`src/rtl/core/fmm_pkg.sv`:
```
`timescale 1ns / 1ps
// ----------------------------------------------------------------------------
// fmm_pkg
// Shared types, codes and constants of the fast marching grid block.
// ----------------------------------------------------------------------------
package fmm_pkg;

  localparam int TIME_W = 24;
  localparam int COST_W = 16;
  localparam int SUM_W  = TIME_W + 2;
  localparam int SQ_W   = 34;

  localparam logic [TIME_W-1:0] TIME_INF = 24'hFFFFFF;
  localparam logic [TIME_W-1:0] TIME_MAX = 24'hFFFFFE;
  localparam logic [COST_W-1:0] COST_OBST = 16'hFFFF;
  localparam logic [SQ_W-1:0]   SQ_BIT0 = 34'h1_0000_0000;

  // command codes of an input word
  typedef enum logic [1:0] {
    FN_WRITE = 2'd0,
    FN_RUN   = 2'd1,
    FN_READ  = 2'd2,
    FN_BAD   = 2'd3
  } func_t;

  // configuration register indexes
  typedef enum logic {
    CFG_ROWS = 1'b0,
    CFG_COLS = 1'b1
  } cfg_idx_t;

  // neighbor directions
  typedef enum logic [1:0] {
    DIR_UP    = 2'd0,
    DIR_DOWN  = 2'd1,
    DIR_LEFT  = 2'd2,
    DIR_RIGHT = 2'd3
  } dir_t;

  // datapath operations issued by the controller
  typedef enum logic [4:0] {
    OP_NONE,
    OP_LOAD,
    OP_ITEM_RD,
    OP_ITEM_EVAL,
    OP_SWEEP_RD,
    OP_SWEEP_WR,
    OP_SRC,
    OP_NB_RD,
    OP_NB_EVAL,
    OP_TQ_RD,
    OP_TQ_ACC,
    OP_EIK_GO,
    OP_NEXT_K,
    OP_FIND_INIT,
    OP_FIND_RD,
    OP_FIND_CMP,
    OP_REM_RD,
    OP_REM_WR,
    OP_REM_END,
    OP_INS_INIT,
    OP_INS_RD,
    OP_INS_CMP,
    OP_INS_PUT,
    OP_SET_TIME,
    OP_POP_RD,
    OP_POP,
    OP_RESULT
  } dp_op_t;

  typedef struct packed {
    dp_op_t op;
  } fmm_cmd_t;

  typedef struct packed {
    logic run_go;
    logic sweep_last;
    logic nb_skip;
    logic q_last;
    logic eik_busy;
    logic t_inf;
    logic old_inf;
    logic t_lt_old;
    logic j_zero;
    logic ins_move;
    logic j_ge_count;
    logic hit;
    logic rem_end;
    logic k_last;
    logic count_zero;
  } fmm_stat_t;

  // finite times saturate just below the unreached code
  function automatic logic [TIME_W-1:0] fmm_sat(input logic [SUM_W-1:0] x);
    logic [TIME_W-1:0] r;
    if (x > SUM_W'(TIME_MAX)) r = TIME_MAX;
    else r = x[TIME_W-1:0];
    return r;
  endfunction

endpackage

```
`src/rtl/core/fmm_ctrl.sv`:
```
`timescale 1ns / 1ps
// ----------------------------------------------------------------------------
// fmm_ctrl
// Sequencer for item handling, clearing sweep, band upkeep and marching.
// ----------------------------------------------------------------------------
module fmm_ctrl import fmm_pkg::*; (
  input  logic      clk,
  input  logic      rst,
  input  logic      cmd_valid,
  output logic      cmd_stall,
  output logic      rsp_valid,
  input  logic      rsp_stall,
  input  fmm_stat_t stat,
  output fmm_cmd_t  cmd
);

  typedef enum logic [22:0] {
    S_IDLE      = 23'h000001,
    S_ITEM_RD   = 23'h000002,
    S_ITEM_EVAL = 23'h000004,
    S_SWEEP_RD  = 23'h000008,
    S_SWEEP_WR  = 23'h000010,
    S_SRC       = 23'h000020,
    S_NB_RD     = 23'h000040,
    S_NB_EVAL   = 23'h000080,
    S_TQ_RD     = 23'h000100,
    S_TQ_ACC    = 23'h000200,
    S_EIK_GO    = 23'h000400,
    S_EIK_WAIT  = 23'h000800,
    S_FIND_RD   = 23'h001000,
    S_FIND_CMP  = 23'h002000,
    S_REM_RD    = 23'h004000,
    S_REM_WR    = 23'h008000,
    S_INS_RD    = 23'h010000,
    S_INS_CMP   = 23'h020000,
    S_SET_TIME  = 23'h040000,
    S_NEXT_K    = 23'h080000,
    S_MAIN      = 23'h100000,
    S_POP       = 23'h200000,
    S_RESULT    = 23'h400000
  } ctrl_state_t;

  ctrl_state_t state, state_next;
  logic run_mode, pop_mode, res_load;

  assign cmd_stall = (state != S_IDLE);
  assign res_load  = (state == S_RESULT) && (!rsp_valid || !rsp_stall);

  // next state and datapath operation
  always_comb begin
    state_next = state;
    cmd.op     = OP_NONE;
    unique case (state)
      S_IDLE: begin
        if (cmd_valid) begin
          cmd.op = OP_LOAD; state_next = S_ITEM_RD;
        end
      end
      S_ITEM_RD: begin
        cmd.op = OP_ITEM_RD; state_next = S_ITEM_EVAL;
      end
      S_ITEM_EVAL: begin
        cmd.op = OP_ITEM_EVAL;
        state_next = stat.run_go ? S_SWEEP_RD : S_RESULT;
      end
      S_SWEEP_RD: begin
        cmd.op = OP_SWEEP_RD; state_next = S_SWEEP_WR;
      end
      S_SWEEP_WR: begin
        cmd.op = OP_SWEEP_WR;
        if (!stat.sweep_last) state_next = S_SWEEP_RD;
        else state_next = run_mode ? S_SRC : S_IDLE;
      end
      S_SRC: begin
        cmd.op = OP_SRC; state_next = S_NB_RD;
      end
      S_NB_RD: begin
        cmd.op = OP_NB_RD; state_next = S_NB_EVAL;
      end
      S_NB_EVAL: begin
        cmd.op = OP_NB_EVAL;
        state_next = stat.nb_skip ? S_NEXT_K : S_TQ_RD;
      end
      S_TQ_RD: begin
        cmd.op = OP_TQ_RD; state_next = S_TQ_ACC;
      end
      S_TQ_ACC: begin
        cmd.op = OP_TQ_ACC;
        state_next = stat.q_last ? S_EIK_GO : S_TQ_RD;
      end
      S_EIK_GO: begin
        cmd.op = OP_EIK_GO; state_next = S_EIK_WAIT;
      end
      S_EIK_WAIT: begin
        if (!stat.eik_busy) begin
          priority if (stat.t_inf) begin
            state_next = S_NEXT_K;
          end else if (stat.old_inf) begin
            cmd.op = OP_INS_INIT; state_next = S_INS_RD;
          end else if (stat.t_lt_old) begin
            cmd.op = OP_FIND_INIT; state_next = S_FIND_RD;
          end else begin
            state_next = S_NEXT_K;
          end
        end
      end
      S_FIND_RD: begin
        // entry not in band: plain insert
        if (stat.j_ge_count) begin
          cmd.op = OP_INS_INIT; state_next = S_INS_RD;
        end else begin
          cmd.op = OP_FIND_RD; state_next = S_FIND_CMP;
        end
      end
      S_FIND_CMP: begin
        cmd.op = OP_FIND_CMP;
        state_next = stat.hit ? S_REM_RD : S_FIND_RD;
      end
      S_REM_RD: begin
        if (stat.rem_end) begin
          cmd.op = OP_REM_END;
          state_next = pop_mode ? S_NB_RD : S_INS_RD;
        end else begin
          cmd.op = OP_REM_RD; state_next = S_REM_WR;
        end
      end
      S_REM_WR: begin
        cmd.op = OP_REM_WR; state_next = S_REM_RD;
      end
      S_INS_RD: begin
        if (stat.j_zero) begin
          cmd.op = OP_INS_PUT; state_next = S_SET_TIME;
        end else begin
          cmd.op = OP_INS_RD; state_next = S_INS_CMP;
        end
      end
      S_INS_CMP: begin
        cmd.op = OP_INS_CMP;
        state_next = stat.ins_move ? S_INS_RD : S_SET_TIME;
      end
      S_SET_TIME: begin
        cmd.op = OP_SET_TIME; state_next = S_NEXT_K;
      end
      S_NEXT_K: begin
        cmd.op = OP_NEXT_K;
        state_next = stat.k_last ? S_MAIN : S_NB_RD;
      end
      S_MAIN: begin
        if (stat.count_zero) begin
          state_next = S_RESULT;
        end else begin
          cmd.op = OP_POP_RD; state_next = S_POP;
        end
      end
      S_POP: begin
        cmd.op = OP_POP; state_next = S_REM_RD;
      end
      S_RESULT: begin
        if (res_load) begin
          cmd.op = OP_RESULT; state_next = S_IDLE;
        end
      end
      default: state_next = S_IDLE;
    endcase
  end

  // state, mode flags and response valid
  always_ff @(posedge clk) begin
    if (rst) begin
      state     <= S_SWEEP_RD;
      run_mode  <= 1'b0;
      pop_mode  <= 1'b0;
      rsp_valid <= 1'b0;
    end else begin
      state <= state_next;
      if (state == S_ITEM_EVAL) run_mode <= stat.run_go;
      if (state == S_POP) pop_mode <= 1'b1;
      else if (state == S_FIND_CMP && stat.hit) pop_mode <= 1'b0;
      if (res_load) rsp_valid <= 1'b1;
      else if (!rsp_stall) rsp_valid <= 1'b0;
    end
  end

endmodule

```
`config.mk`:
```
export PLATFORM = sky130hd
export DESIGN_NAME = fmm_ctrl
export DESIGN_NICKNAME = d
export VERILOG_FILES = /design/src/rtl/core/fmm_pkg.sv /design/src/rtl/core/fmm_ctrl.sv
export SDC_FILE = /design/constraint.sdc
export NUM_CORES = 1
export LEC_CHECK = 0
export BUFFER_PORTS_ARGS = -buffer_cell sky130_fd_sc_hd__buf_2
export CORE_AREA = 3 3 65 67
export CTS_BUF_LIST = sky130_fd_sc_hd__clkbuf_8
export DETAILED_ROUTE_END_ITERATION = 6
export DIE_AREA = 0 0 68 70
export MAX_ROUTING_LAYER = met4
export PLACE_DENSITY = 0.78
export SLEW_MARGIN = 20
export SYNTH_ARGS = -nofsm -noshare
export SYNTH_HDL_FRONTEND = slang
export SYNTH_SLANG_ARGS = --single-unit
```
`constraint.sdc`:
```
create_clock -name clk -period 4.7 [get_ports clk]
set_clock_uncertainty 0.15 [all_clocks]
set_input_delay 1.175 -clock clk [delete_from_list [all_inputs] [get_ports clk]]
set_output_delay 1.175 -clock clk [all_outputs]
set_load 0.01 [all_outputs]
```
Word-level counts from Yosys, hierarchy flattened
Index checks and enable logic that the tools add are counted.
- bits of input ports: 19
- register bits after elaboration: 26
- output and inout bits: 7
- mux-type cells: 35
- eq/ne operators: 28
- reduce and logical (&&, ||, !) cells: 8
- operators by type and width (operator ; count):
    one-hot mux 23 bit (22 select lines) ; 1
    two-way mux 23 bit ; 5
    one-hot mux 5 bit (23 select lines) ; 1
    two-way mux 20 bit ; 4
    two-way mux 17 bit ; 3
    two-way mux 19 bit ; 2
    two-way mux 5 bit ; 6
    == test 23 x 1 -> 1 bit (second input constant) ; 1
    == test 23 x 10 -> 1 bit (second input constant) ; 1
    == test 23 x 11 -> 1 bit (second input constant) ; 1
    == test 23 x 12 -> 1 bit (second input constant) ; 1
    == test 23 x 13 -> 1 bit (second input constant) ; 1
    == test 23 x 14 -> 1 bit (second input constant) ; 1
    == test 23 x 15 -> 1 bit (second input constant) ; 1
    == test 23 x 16 -> 1 bit (second input constant) ; 1
    == test 23 x 17 -> 1 bit (second input constant) ; 1
    == test 23 x 18 -> 1 bit (second input constant) ; 1
    == test 23 x 19 -> 1 bit (second input constant) ; 1
    == test 23 x 2 -> 1 bit (second input constant) ; 1
    == test 23 x 20 -> 1 bit (second input constant) ; 1
    == test 23 x 21 -> 1 bit (second input constant) ; 1
    == test 23 x 22 -> 1 bit (second input constant) ; 1
    == test 23 bit (second input constant) ; 1
    == test 23 x 3 -> 1 bit (second input constant) ; 1
    other kinds (22) ; 32

Logic depth before layout (Yosys ltp)
Gate-level depths: netlist (run 1).
- depth after elaboration: 5
- mapped depth: 8

Worst setup path after synthesis (run 1)
OpenSTA, ideal clock, no wires.
- path type: register to output
- start point: register state[17]
- end point: output cmd[0] in the netlist's numbering
- cell stages (with the launch flop): 9
- slack: 0.930 ns
- data arrival time: 2.445 ns
- cell sequence: dfxtp_1 > buf_6 > or4_4 > or4_4 > buf_6 > or4b_4 > o41ai_2 > and3b_1 > nand4b_1
- RTL lines (item ; RTL line ; source):
    start: declaration ; fmm_ctrl.sv:43 ; ctrl_state_t state, state_next;
    start signal: assignment ; fmm_ctrl.sv:175 ; state <= state_next;
    end: declaration ; fmm_ctrl.sv:14 ; output fmm_cmd_t cmd

==> summary.txt, run 1 <==
Layout area overhead -> 9.63%
1st-pass router iterations -> 5
Die area -> 4760 µm²
Critical path endpoint category -> output pin
Area of the core -> 3690 µm²
Critical Path RT -> 3380 ps
Worst EP arrival -> 2900 ps
Post-synth top area share -> 0.286
Reg clk slew, reported paths -> 90 ps
Worst slew pin tran -> 752 ps
I/O pin total -> 26
Vias in the first global route -> 1823
Slowest CP cell -> or4_4
Post-synthesis compound-gate area fraction -> 0.121
Worst path most repeated cell -> or4_4
Total Routing Usage GR -> 0.249
Worst-case clock buffer depth -> 2
Count of final max-slew check failures -> 0
Synth Area in Adders -> 0
Smallest hold slack -> 339 ps
Setup_tns -> 0 ps
Buffers & Inverters on Critical Path -> 1
Ys async rst share -> 0
Hold buffers post-CTS -> 0
Syn nets -> 251
Max-cap viol count -> 0
Post-synthesis mux area share -> 0.00550
Main combinational cell family by area after synthesis -> simple AND/OR/NAND/NOR gates
Crit path max fanout -> 10
FP Rows -> 22
Gr ovfl total -> 0
Nets@finish -> 274
PwrDens -> 220 nW/µm²
Hpwl dp -> 4280 µm
Synth Register Bits -> 26
Initial core utilization -> 0.493
Initial antenna violation count -> 0
H-tree levels -> 1
Post-route DRC -> 0
Count leader, synth -> nor2_1
Hold path depth -> 2
Postcts setup bufs -> 0
CTS tree -> built
Port bufs -> 25
Final ANT Viol Nets -> 0
Design area -> 1990 µm²
TritonCTS Buffers -> 3
P_leak -> 0.780 nW
Gp weighted congestion -> 1.01
Post-synthesis sequential area ratio -> 0.286
Yosys warns -> 0
First-pass GRT wire length -> 8870 µm
Dominant cell type by area after synthesis -> dfxtp_1
Min-Delay Path Class -> reg -> reg
Final setup fails -> 0
Final core utilization -> 0.541
PostCTS Resize Cnt -> 0
Ant diodes -> 0
Synth top area cells -> dfxtp_1 29%, nor2_1 6.0%, nand4_1 4.1%
Final min period -> 4220 ps
Run status -> finished, final reports clean
CTS Root Cell -> clkbuf_8
Relative slew slack -> 0.486
Cell Area, Synth -> 1820 µm²
CP Class -> reg -> out
Critical path cell sequence -> or4_4 > or4_4 > or4b_4 > o41ai_2 > and3b_1 > nand4b_1 > buf_2
Worst skew pair latency -> 270 ps
DR vias/cell -> 6.50
Fin crit share -> 0.899
Area post-placement -> 1950 µm²
Crit-path max cell delay -> 610 ps
Primary FF master, synth -> dfxtp_1
Most frequent cells after synthesis -> 29 x nor2_1, 26 x dfxtp_1, 17 x nand2_1
Total Wirelength -> 5400 µm
Cell count of the worst reg-to-reg path -> 6
Highest Clock Rate -> 0.237 GHz
Synth cell types -> 52
DRT iter0 DRCs -> 196
Via count -> 1958
Crit path depth -> 7
Die width -> 68 µm
Largest net degree at the start of global routing -> 16
Final Hold Vio Count -> 0
RSZ-0062 raised after global routing -> no
Synth Area per Inst -> 7.84 µm²
Startpoint types -> register
Peak VDD IR -> 0.112 mV
Mapped Cells -> 232
Post-synth EDFFs -> 0
Clock Sink Count -> 26
Post-Synth XOR/XNOR Area -> 0.0193
Die H -> 70 µm
DR WL/cell -> 18.0 µm
Cell family with most CP delay -> simple AND/OR/NAND/NOR gates
Layout cells sized above 1 -> 0.213
Post-synthesis simple-gate area fraction -> 0.515
[report_power, final]
group / leakage, nW / switching [mW] / internal [mW]
clock: 0.0216 / 0.0692 / 0.0575
combinational: 0.548 / 0.0524 / 0.0319
sequential: 0.210 / 0.00453 / 0.224
[stage by stage]
stage	setup slack (ps)	power, mW	std cells
after floorplan	930	0.289	232
after global placement	772	0.316	298
after detailed placement	803	0.316	298
after CTS	474	0.444	301
after global routing	313	0.461	301
final	475	0.439	301
[worst reg2reg max path: stages, from the launching register on]
cell,delay (ps)
dfxtp_1,370
or4_1,690
or3_1,470
nor4b_1,440
or4_1,560
nand4bb_1,240
o22ai_1,100
[logic make-up (layout without fill, tap and decap cells)]
| kind of cell | Yosys count | count (layout) |
|---|---|---|
| flops | 26 | 26 |
| compound gates | 33 | 33 |
| mux | 1 | 1 |
| xor+xnor | 4 | 4 |
| simple gates | 152 | 152 |
| buf+inv | 16 | 37 |
[worst paths after layout]
kind	startpoint	end	slack, ps
max	state[16]	cmd[0]	480
min	run_mode	state[5]	340
max reg2reg	state[4]	state[0]	1570
min reg2reg	run_mode	state[5]	340
[sequential cells by signal, indices dropped and copies added (netlist names)]
register and count:
state 23, pop_mode 1, rsp_valid 1, run_mode 1
[placed cells by master (no fill, tap or decap), drive strengths merged, types with 3 or more instances in the layout]
master	count
nor2	29
buf	28
dfxtp	26
nor3	18
nand2	17
nand4	12
a21oi	12
or4	12
or3	11
nor3b	10
nor4	10
inv	6
nand2b	5
o21ai	5
nor4b	5
nand3b	4
xnor2	3
a31oi	3
clkbuf	3
or4b	3
[layout make-up]
class | instances | area (µm²)
clock buffer | 3 | 41.3
fill | 373 | 1690
multi-input combinational | 190 | 1200
timing repair buffer | 28 | 148
sequential | 26 | 520
tap | 48 | 60.1
inverter | 6 | 22.5
[layer usage]
metal / vias up / share of wire / global-route usage
met1: 913 / 0.44 / 0.346
met3: 20 / 0.081 / 0.0322
li1: 933 / - / -
met5: - / 0 / -
met4: 0 / 0.041 / 0.124
met2: 92 / 0.44 / 0.348
Power figures use the tool's default switching activity.
==> inputs of run 2 (changes only) <==
--- a/config.mk
+++ b/config.mk
@@ -8,8 +8,7 @@
 export BUFFER_PORTS_ARGS = -buffer_cell sky130_fd_sc_hd__buf_2
-export CORE_AREA = 3 3 65 67
-export CTS_BUF_LIST = sky130_fd_sc_hd__clkbuf_8
+export CORE_AREA = 3 3 82 84
 export DETAILED_ROUTE_END_ITERATION = 6
-export DIE_AREA = 0 0 68 70
+export DIE_AREA = 0 0 85 87
 export MAX_ROUTING_LAYER = met4
-export PLACE_DENSITY = 0.78
+export PLACE_DENSITY = 0.56
 export SLEW_MARGIN = 20
--- a/constraint.sdc
+++ b/constraint.sdc
@@ -4,2 +4,2 @@
 set_output_delay 1.175 -clock clk [all_outputs]
-set_load 0.01 [all_outputs]
+set_load 0.05 [all_outputs]
==> run 2 against run 1 <==
  * Critical path depth unchanged
  * Via count decreased by 1.7%
  * Register-to-register slack improved by 20 ps
  * Maximum frequency decreased by 5.9%
  * Cell count increased by 10%
  * Total power increased by 9.3%
  * Clock power increased by 20%
  * Clock-buffer cell count increased by 1
  * Largest cell class unchanged
  * Largest power group unchanged
==> summary.txt, run 2 (synthesized netlist as in run 1, its figures left out) <==
Worst-case clock buffer depth -> 2 (unchanged)
Port bufs -> 25 (unchanged)
Nets@finish -> 276 (+0.73%)
Hold buffers post-CTS -> 0 (unchanged)
Slowest CP cell -> or4_1
H-tree levels -> 1 (unchanged)
Hpwl dp -> 4450 µm (+4.0%)
Min-Delay Path Class -> reg -> reg
Highest Clock Rate -> 0.223 GHz (-5.9%)
Setup_tns -> 0 ps (unchanged)
FP Rows -> 28 (+27%)
Most common cell after layout, fill and taps aside -> nor2_1
1st-pass router iterations -> 5 (unchanged)
PnR worst setup slack -> 209 ps (-266 ps)
Vias in the first global route -> 1799 (-1.3%)
Count of final max-slew check failures -> 0 (unchanged)
Total Wirelength -> 5740 µm (+6.2%)
Buffers & Inverters on Critical Path -> 1 (unchanged)
Final core utilization -> 0.343 (-0.197)
Multi-input gate area -> 1200 µm² (unchanged)
Fillers -> 641 (+72%)
PostCTS Resize Cnt -> 0 (unchanged)
Met2 usage -> 0.245 (-0.103)
CTS Root Cell -> clkbuf_8
Cell count of the worst reg-to-reg path -> 6 (unchanged)
Startpoint types -> register
GR peak layer -> met2
Setup slack after placement -> 551 ps (-251 ps)
CP Class -> reg -> out
Worst EP arrival -> 3170 ps (+270 ps)
Cell family with most CP delay -> simple AND/OR/NAND/NOR gates
Via count -> 1925 (-1.7%)
PwrDens -> 234 nW/µm² (+6.0%)
Most frequent cells in the layout -> 29 x nor2_1, 26 x dfxtp_1, 25 x buf_2
Final ANT Viol Nets -> 0 (unchanged)
Max reg flops -> 23 (unchanged)
Layout area overhead -> 13.1%
Final setup fails -> 0 (unchanged)
FF-to-FF End -> state[0]
Final min period -> 4490 ps (+266 ps)
Biggest register -> state
Gp weighted congestion -> 0.935 (-7.0%)
Crit-path max cell delay -> 700 ps (+90 ps)
TritonCTS Buffers -> 3 (unchanged)
GR Util met1 -> 0.215 (-0.131)
Clock Sink Count -> 26 (unchanged)
Worst skew pair latency -> 280 ps (about the same)
FF-to-FF setup slack -> 1590 ps (+20 ps)
Initial core utilization -> 0.304 (-0.190)
Die H -> 87 µm (+24%)
Final Hold Vio Count -> 0 (unchanged)
Peak VDD IR -> 0.130 mV (+16%)
CTS tree -> built
Largest net degree at the start of global routing -> 16 (unchanged)
Smallest hold slack -> 335 ps (-4.05 ps)
Max-cap viol count -> 0 (unchanged)
Critical Path End -> cmd[2]
Die area -> 7400 µm² (+55%)
First-pass GRT wire length -> 9000 µm (+1.6%)
Reg area -> 520 µm² (unchanged)
DR WL/cell -> 17.3 µm (-3.4%)
Area of the core -> 5990 µm² (+62%)
Relative slew slack -> 0.268 (-0.218)
Ant diodes -> 0 (unchanged)
P_leak -> 0.797 nW (+2.3%)
Total Routing Usage GR -> 0.156 (-0.0926)
RSZ-0062 raised after global routing -> no
Postcts setup bufs -> 0 (unchanged)
Crit path max fanout -> 8 (-2)
Critical path endpoint category -> output pin
Met3 Usage GRT -> 0.0180 (-0.0142)
Crit. Startpoint -> state[4]
Gr ovfl total -> 0 (unchanged)
I/O pin total -> 26 (unchanged)
DRT iter0 DRCs -> 188 (-4.1%)
Run status -> finished, final reports clean
Critical Path RT -> 3380 ps (about the same)
Fin crit share -> 0.956 (+0.0566)
Layout cells sized above 1 -> 0.223 (+0.00922)
Die width -> 85 µm (+25%)
Critical path cell sequence -> or4_1 > nor4_1 > and4_1 > nor3b_1 > a2111oi_0 > o311ai_1 > buf_2
Worst reg2reg path startpoint -> state[4]
Initial antenna violation count -> 0 (unchanged)
DR vias/cell -> 5.82 (-11%)
Crit path depth -> 7 (unchanged)
Worst slew pin tran -> 1070 ps (+319 ps)
Reg clk slew, reported paths -> 100 ps (about the same)
Post-route DRC -> 0 (unchanged)
Power, Total -> 480 µW (+9.3%)
==> run 2: cell count changes in the layout (fill, tap and decap cells not counted) <==
cell	change
buf_4	+2
clkbuf_8	+1
==> run 2: power by group <==
part / leakage, nW / internal [mW] / switching [mW]
clock network: 0.0288 / 0.0751 / 0.0773
logic: 0.558 / 0.0332 / 0.0664
registers: 0.210 / 0.224 / 0.00465
==> run 2: worst min-delay path by stage <==
stage / start / end / slack [ps] / cells past startpoint
detailed placement: run_mode / state[5] / 320 / 2
global placement: pop_mode / pop_mode / 320 / 2
CTS: run_mode / state[5] / 340 / 2
finish: run_mode / state[5] / 340 / 2
global route: run_mode / state[5] / 370 / 2
floorplan: run_mode / state[5] / 290 / 2
==> run 2: cell type report <==
cell class	instances	area share
Clock buffer	4	0.0268
Timing Repair Buffer	30	0.0791
Inverter	6	0.0109
Tap cell	75	0.0456
Sequential cell	26	0.253
Multi-Input combinational cell	190	0.585
==> run 2: per-stage QoR <==
stage / std cells / cell area [µm²]
2_1_floorplan: 232 / 1820
3_3_place_gp: 327 / 2000
3_5_place_dp: 327 / 2000
4_1_cts: 331 / 2060
5_1_grt: 331 / 2060
6_report: 331 / 2060
==> run 2: worst register-to-register path, delay by kind of cell, from the launching register on <==
family	cells	cell delay [ps]
flip-flops	1	380
AND/OR/NAND/NOR	5	2400
AO/OA/AOI/OAI	1	70
==> run 2: metal layers <==
| metal | up-vias | wire length (µm) |
|---|---|---|
| met4 | 0 | 95 |
| met5 | - | 0 |
| met3 | 14 | 391 |
| met2 | 80 | 2620 |
| met1 | 891 | 2640 |
| li1 | 940 | - |
==> inputs of run 3 (changes only) <==
MAX_ROUTING_LAYER = not set   (was met4)
==> run 3 against run 2 <==
  * Routed wire length decreased by 1.4%
  * Sequential share of layout area is 0.092 points lower
  * Maximum frequency rose by 1.6%
  * Combinational power down 2%
  * Critical path type unchanged
  * Global-route usage down 0.43 points
  * Non-clock buffer count is 1 higher
==> summary.txt, run 3 (synthesized netlist as in run 1, its figures left out) <==
Crit path max fanout -> 10 (+2)
Final Hold Vio Count -> 0 (unchanged)
Most common cell after layout, fill and taps aside -> nor2_1
Peak VDD IR -> 0.108 mV (-17%)
Die width -> 85 µm (unchanged)
Cell family with most CP delay -> simple AND/OR/NAND/NOR gates
Smallest hold slack -> 338 ps (+3.20 ps)
Min-Delay Endpoint -> state[5]
Highest Clock Rate -> 0.226 GHz (+1.6%)
Power, Total -> 480 µW (about the same)
Port bufs -> 25 (unchanged)
Startpoint types -> register
Gr ovfl total -> 0 (unchanged)
Relative slew slack -> 0.276 (+0.00788)
DR vias/cell -> 5.80 (-0.35%)
Setup_tns -> 0 ps (unchanged)
Clk pwr share -> 0.321 (+0.004)
Biggest register -> state
PwrDens -> 233 nW/µm² (-0.40%)
Worst path most repeated cell -> or4_4
Initial core utilization -> 0.304 (unchanged)
Layout Cells excl Fill -> 332 (+0.30%)
Crit-path max cell delay -> 610 ps (-90 ps)
PostCTS Resize Cnt -> 0 (unchanged)
Total Wirelength -> 5660 µm (-1.4%)
Ant diodes -> 0 (unchanged)
I/O pin total -> 26 (unchanged)
Area of the core -> 5990 µm² (unchanged)
TritonCTS Buffers -> 3 (unchanged)
Slowest CP cell -> or4_4
H-tree levels -> 1 (unchanged)
DRT iter0 DRCs -> 260 (+38%)
Worst-case clock buffer depth -> 2 (unchanged)
Final min period -> 4420 ps (-72.4 ps)
Hold path depth -> 2 (unchanged)
Layout cells sized above 1 -> 0.226 (+0.00302)
CTS Root Cell -> clkbuf_8
Run status -> finished, final reports clean
Hold buffers post-CTS -> 0 (unchanged)
Initial antenna violation count -> 0 (unchanged)
Critical path endpoint category -> output pin
Worst EP arrival -> 3090 ps (-80 ps)
Reg clk slew, reported paths -> 100 ps (about the same)
Min-Delay Path Class -> reg -> reg
Worst reg2reg path startpoint -> state[4]
Int Power -> 332 µW (about the same)
FF-to-FF setup slack -> 1590 ps (about the same)
Buffers & Inverters on Critical Path -> 1 (unchanged)
Fin crit share -> 0.940 (-0.0154)
Final setup fails -> 0 (unchanged)
Die H -> 87 µm (unchanged)
Switching power -> 148 µW (-0.15%)
Critical path cell sequence -> or4_4 > or4_4 > or4b_4 > o41ai_2 > and3b_1 > nand4b_1 > buf_2
Postcts setup bufs -> 0 (unchanged)
Max reg flops -> 23 (unchanged)
Max-cap viol count -> 0 (unchanged)
Nets@finish -> 277 (+0.36%)
Flop pwr share -> 0.476 (about the same)
Clock Sink Count -> 26 (unchanged)
Switching part of the total -> 0.308 (-0.000344)
Count of final max-slew check failures -> 0 (unchanged)
Die area -> 7400 µm² (unchanged)
Hpwl dp -> 4460 µm (about the same)
1st-pass router iterations -> 4 (-1)
Post-route DRC -> 0 (unchanged)
# placed instances -> 328 (+0.31%)
Gp weighted congestion -> 0.941 (+0.58%)
Logic pwr share -> 0.204 (-0.003)
RSZ-0062 raised after global routing -> no
Largest net degree at the start of global routing -> 16 (unchanged)
CTS tree -> built
Worst slew pin tran -> 1060 ps (-11.5 ps)
Cell count of the worst reg-to-reg path -> 6 (unchanged)
Total Routing Usage GR -> 0.152 (-0.00432)
Most frequent cells in the layout -> 29 x nor2_1, 26 x dfxtp_1, 25 x buf_2
Layout area overhead -> 13.5%
First-pass GRT wire length -> 9050 µm (+0.46%)
Vias in the first global route -> 1790 (-0.50%)
Critical Path RT -> 3380 ps (about the same)
CP Class -> reg -> out
FP Rows -> 28 (unchanged)
Hold_sp -> run_mode
FF-to-FF End -> state[0]
DR WL/cell -> 17.0 µm (-1.7%)
Final ANT Viol Nets -> 0 (unchanged)
Worst skew pair latency -> 280 ps (about the same)
P_leak -> 0.803 nW (+0.68%)
Via count -> 1924 (-0.052%)
-- run 3: changes by cell type in the layout (fill, tap and decap cells not counted), sizes merged --
cell,change
buf,+1
-- run 3: worst register-to-register path, cell delays in order (launching register included) --
cell	delay, ps
dfxtp_1	370
or4_1	700
or3_1	460
nor4b_1	450
or4_1	580
nand4bb_1	210
o22ai_1	80
-- run 3: power groups by stage --
stage | registers (mW) | logic, mW | clock network, mW
final | 0.228 | 0.0979 | 0.154
after global routing | 0.229 | 0.107 | 0.159
after CTS | 0.228 | 0.0975 | 0.155
after detailed placement | 0.233 | 0.0972 | 0
after global placement | 0.233 | 0.0980 | 0
after floorplan | 0.232 | 0.0689 | 0
-- run 3: final cells by class --
class / count / area [µm²]
sequential: 26 / 520
multi-input combinational: 190 / 1200
timing repair buffer: 31 / 170
inverter: 6 / 22.5
clock buffer: 4 / 55.1
fill: 638 / 3930
tap: 75 / 93.8
-- run 3: routing by layer --
metal  GRT usage  part of all wire  vias up
met5           0                 0        -
met4      0.0432             0.012        0
met3      0.0208             0.070        7
met2       0.244              0.46       73
met1       0.212              0.46      903
li1            -                 -      941
-- run 3: worst max-delay path by stage --
stage                    from  endpoint  slack (ps)  cells past startpoint
CTS                 state[16]    cmd[0]         300                      7
global route         state[5]    cmd[2]          90                      7
finish              state[16]    cmd[0]         280                      7
floorplan           state[17]    cmd[2]         100                      6
detailed placement    stat[7]    cmd[2]         600                      5
global placement      stat[7]    cmd[2]         560                      5
-- run 3: metrics by stage --
step	area [µm²]	setup slack [ps]	util
floorplan	1820	98.6	-
global placement	2010	558	0.335
detailed placement	2010	598	0.335
CTS	2060	298	0.345
global route	2060	86.5	0.345
finish	2060	281	0.345
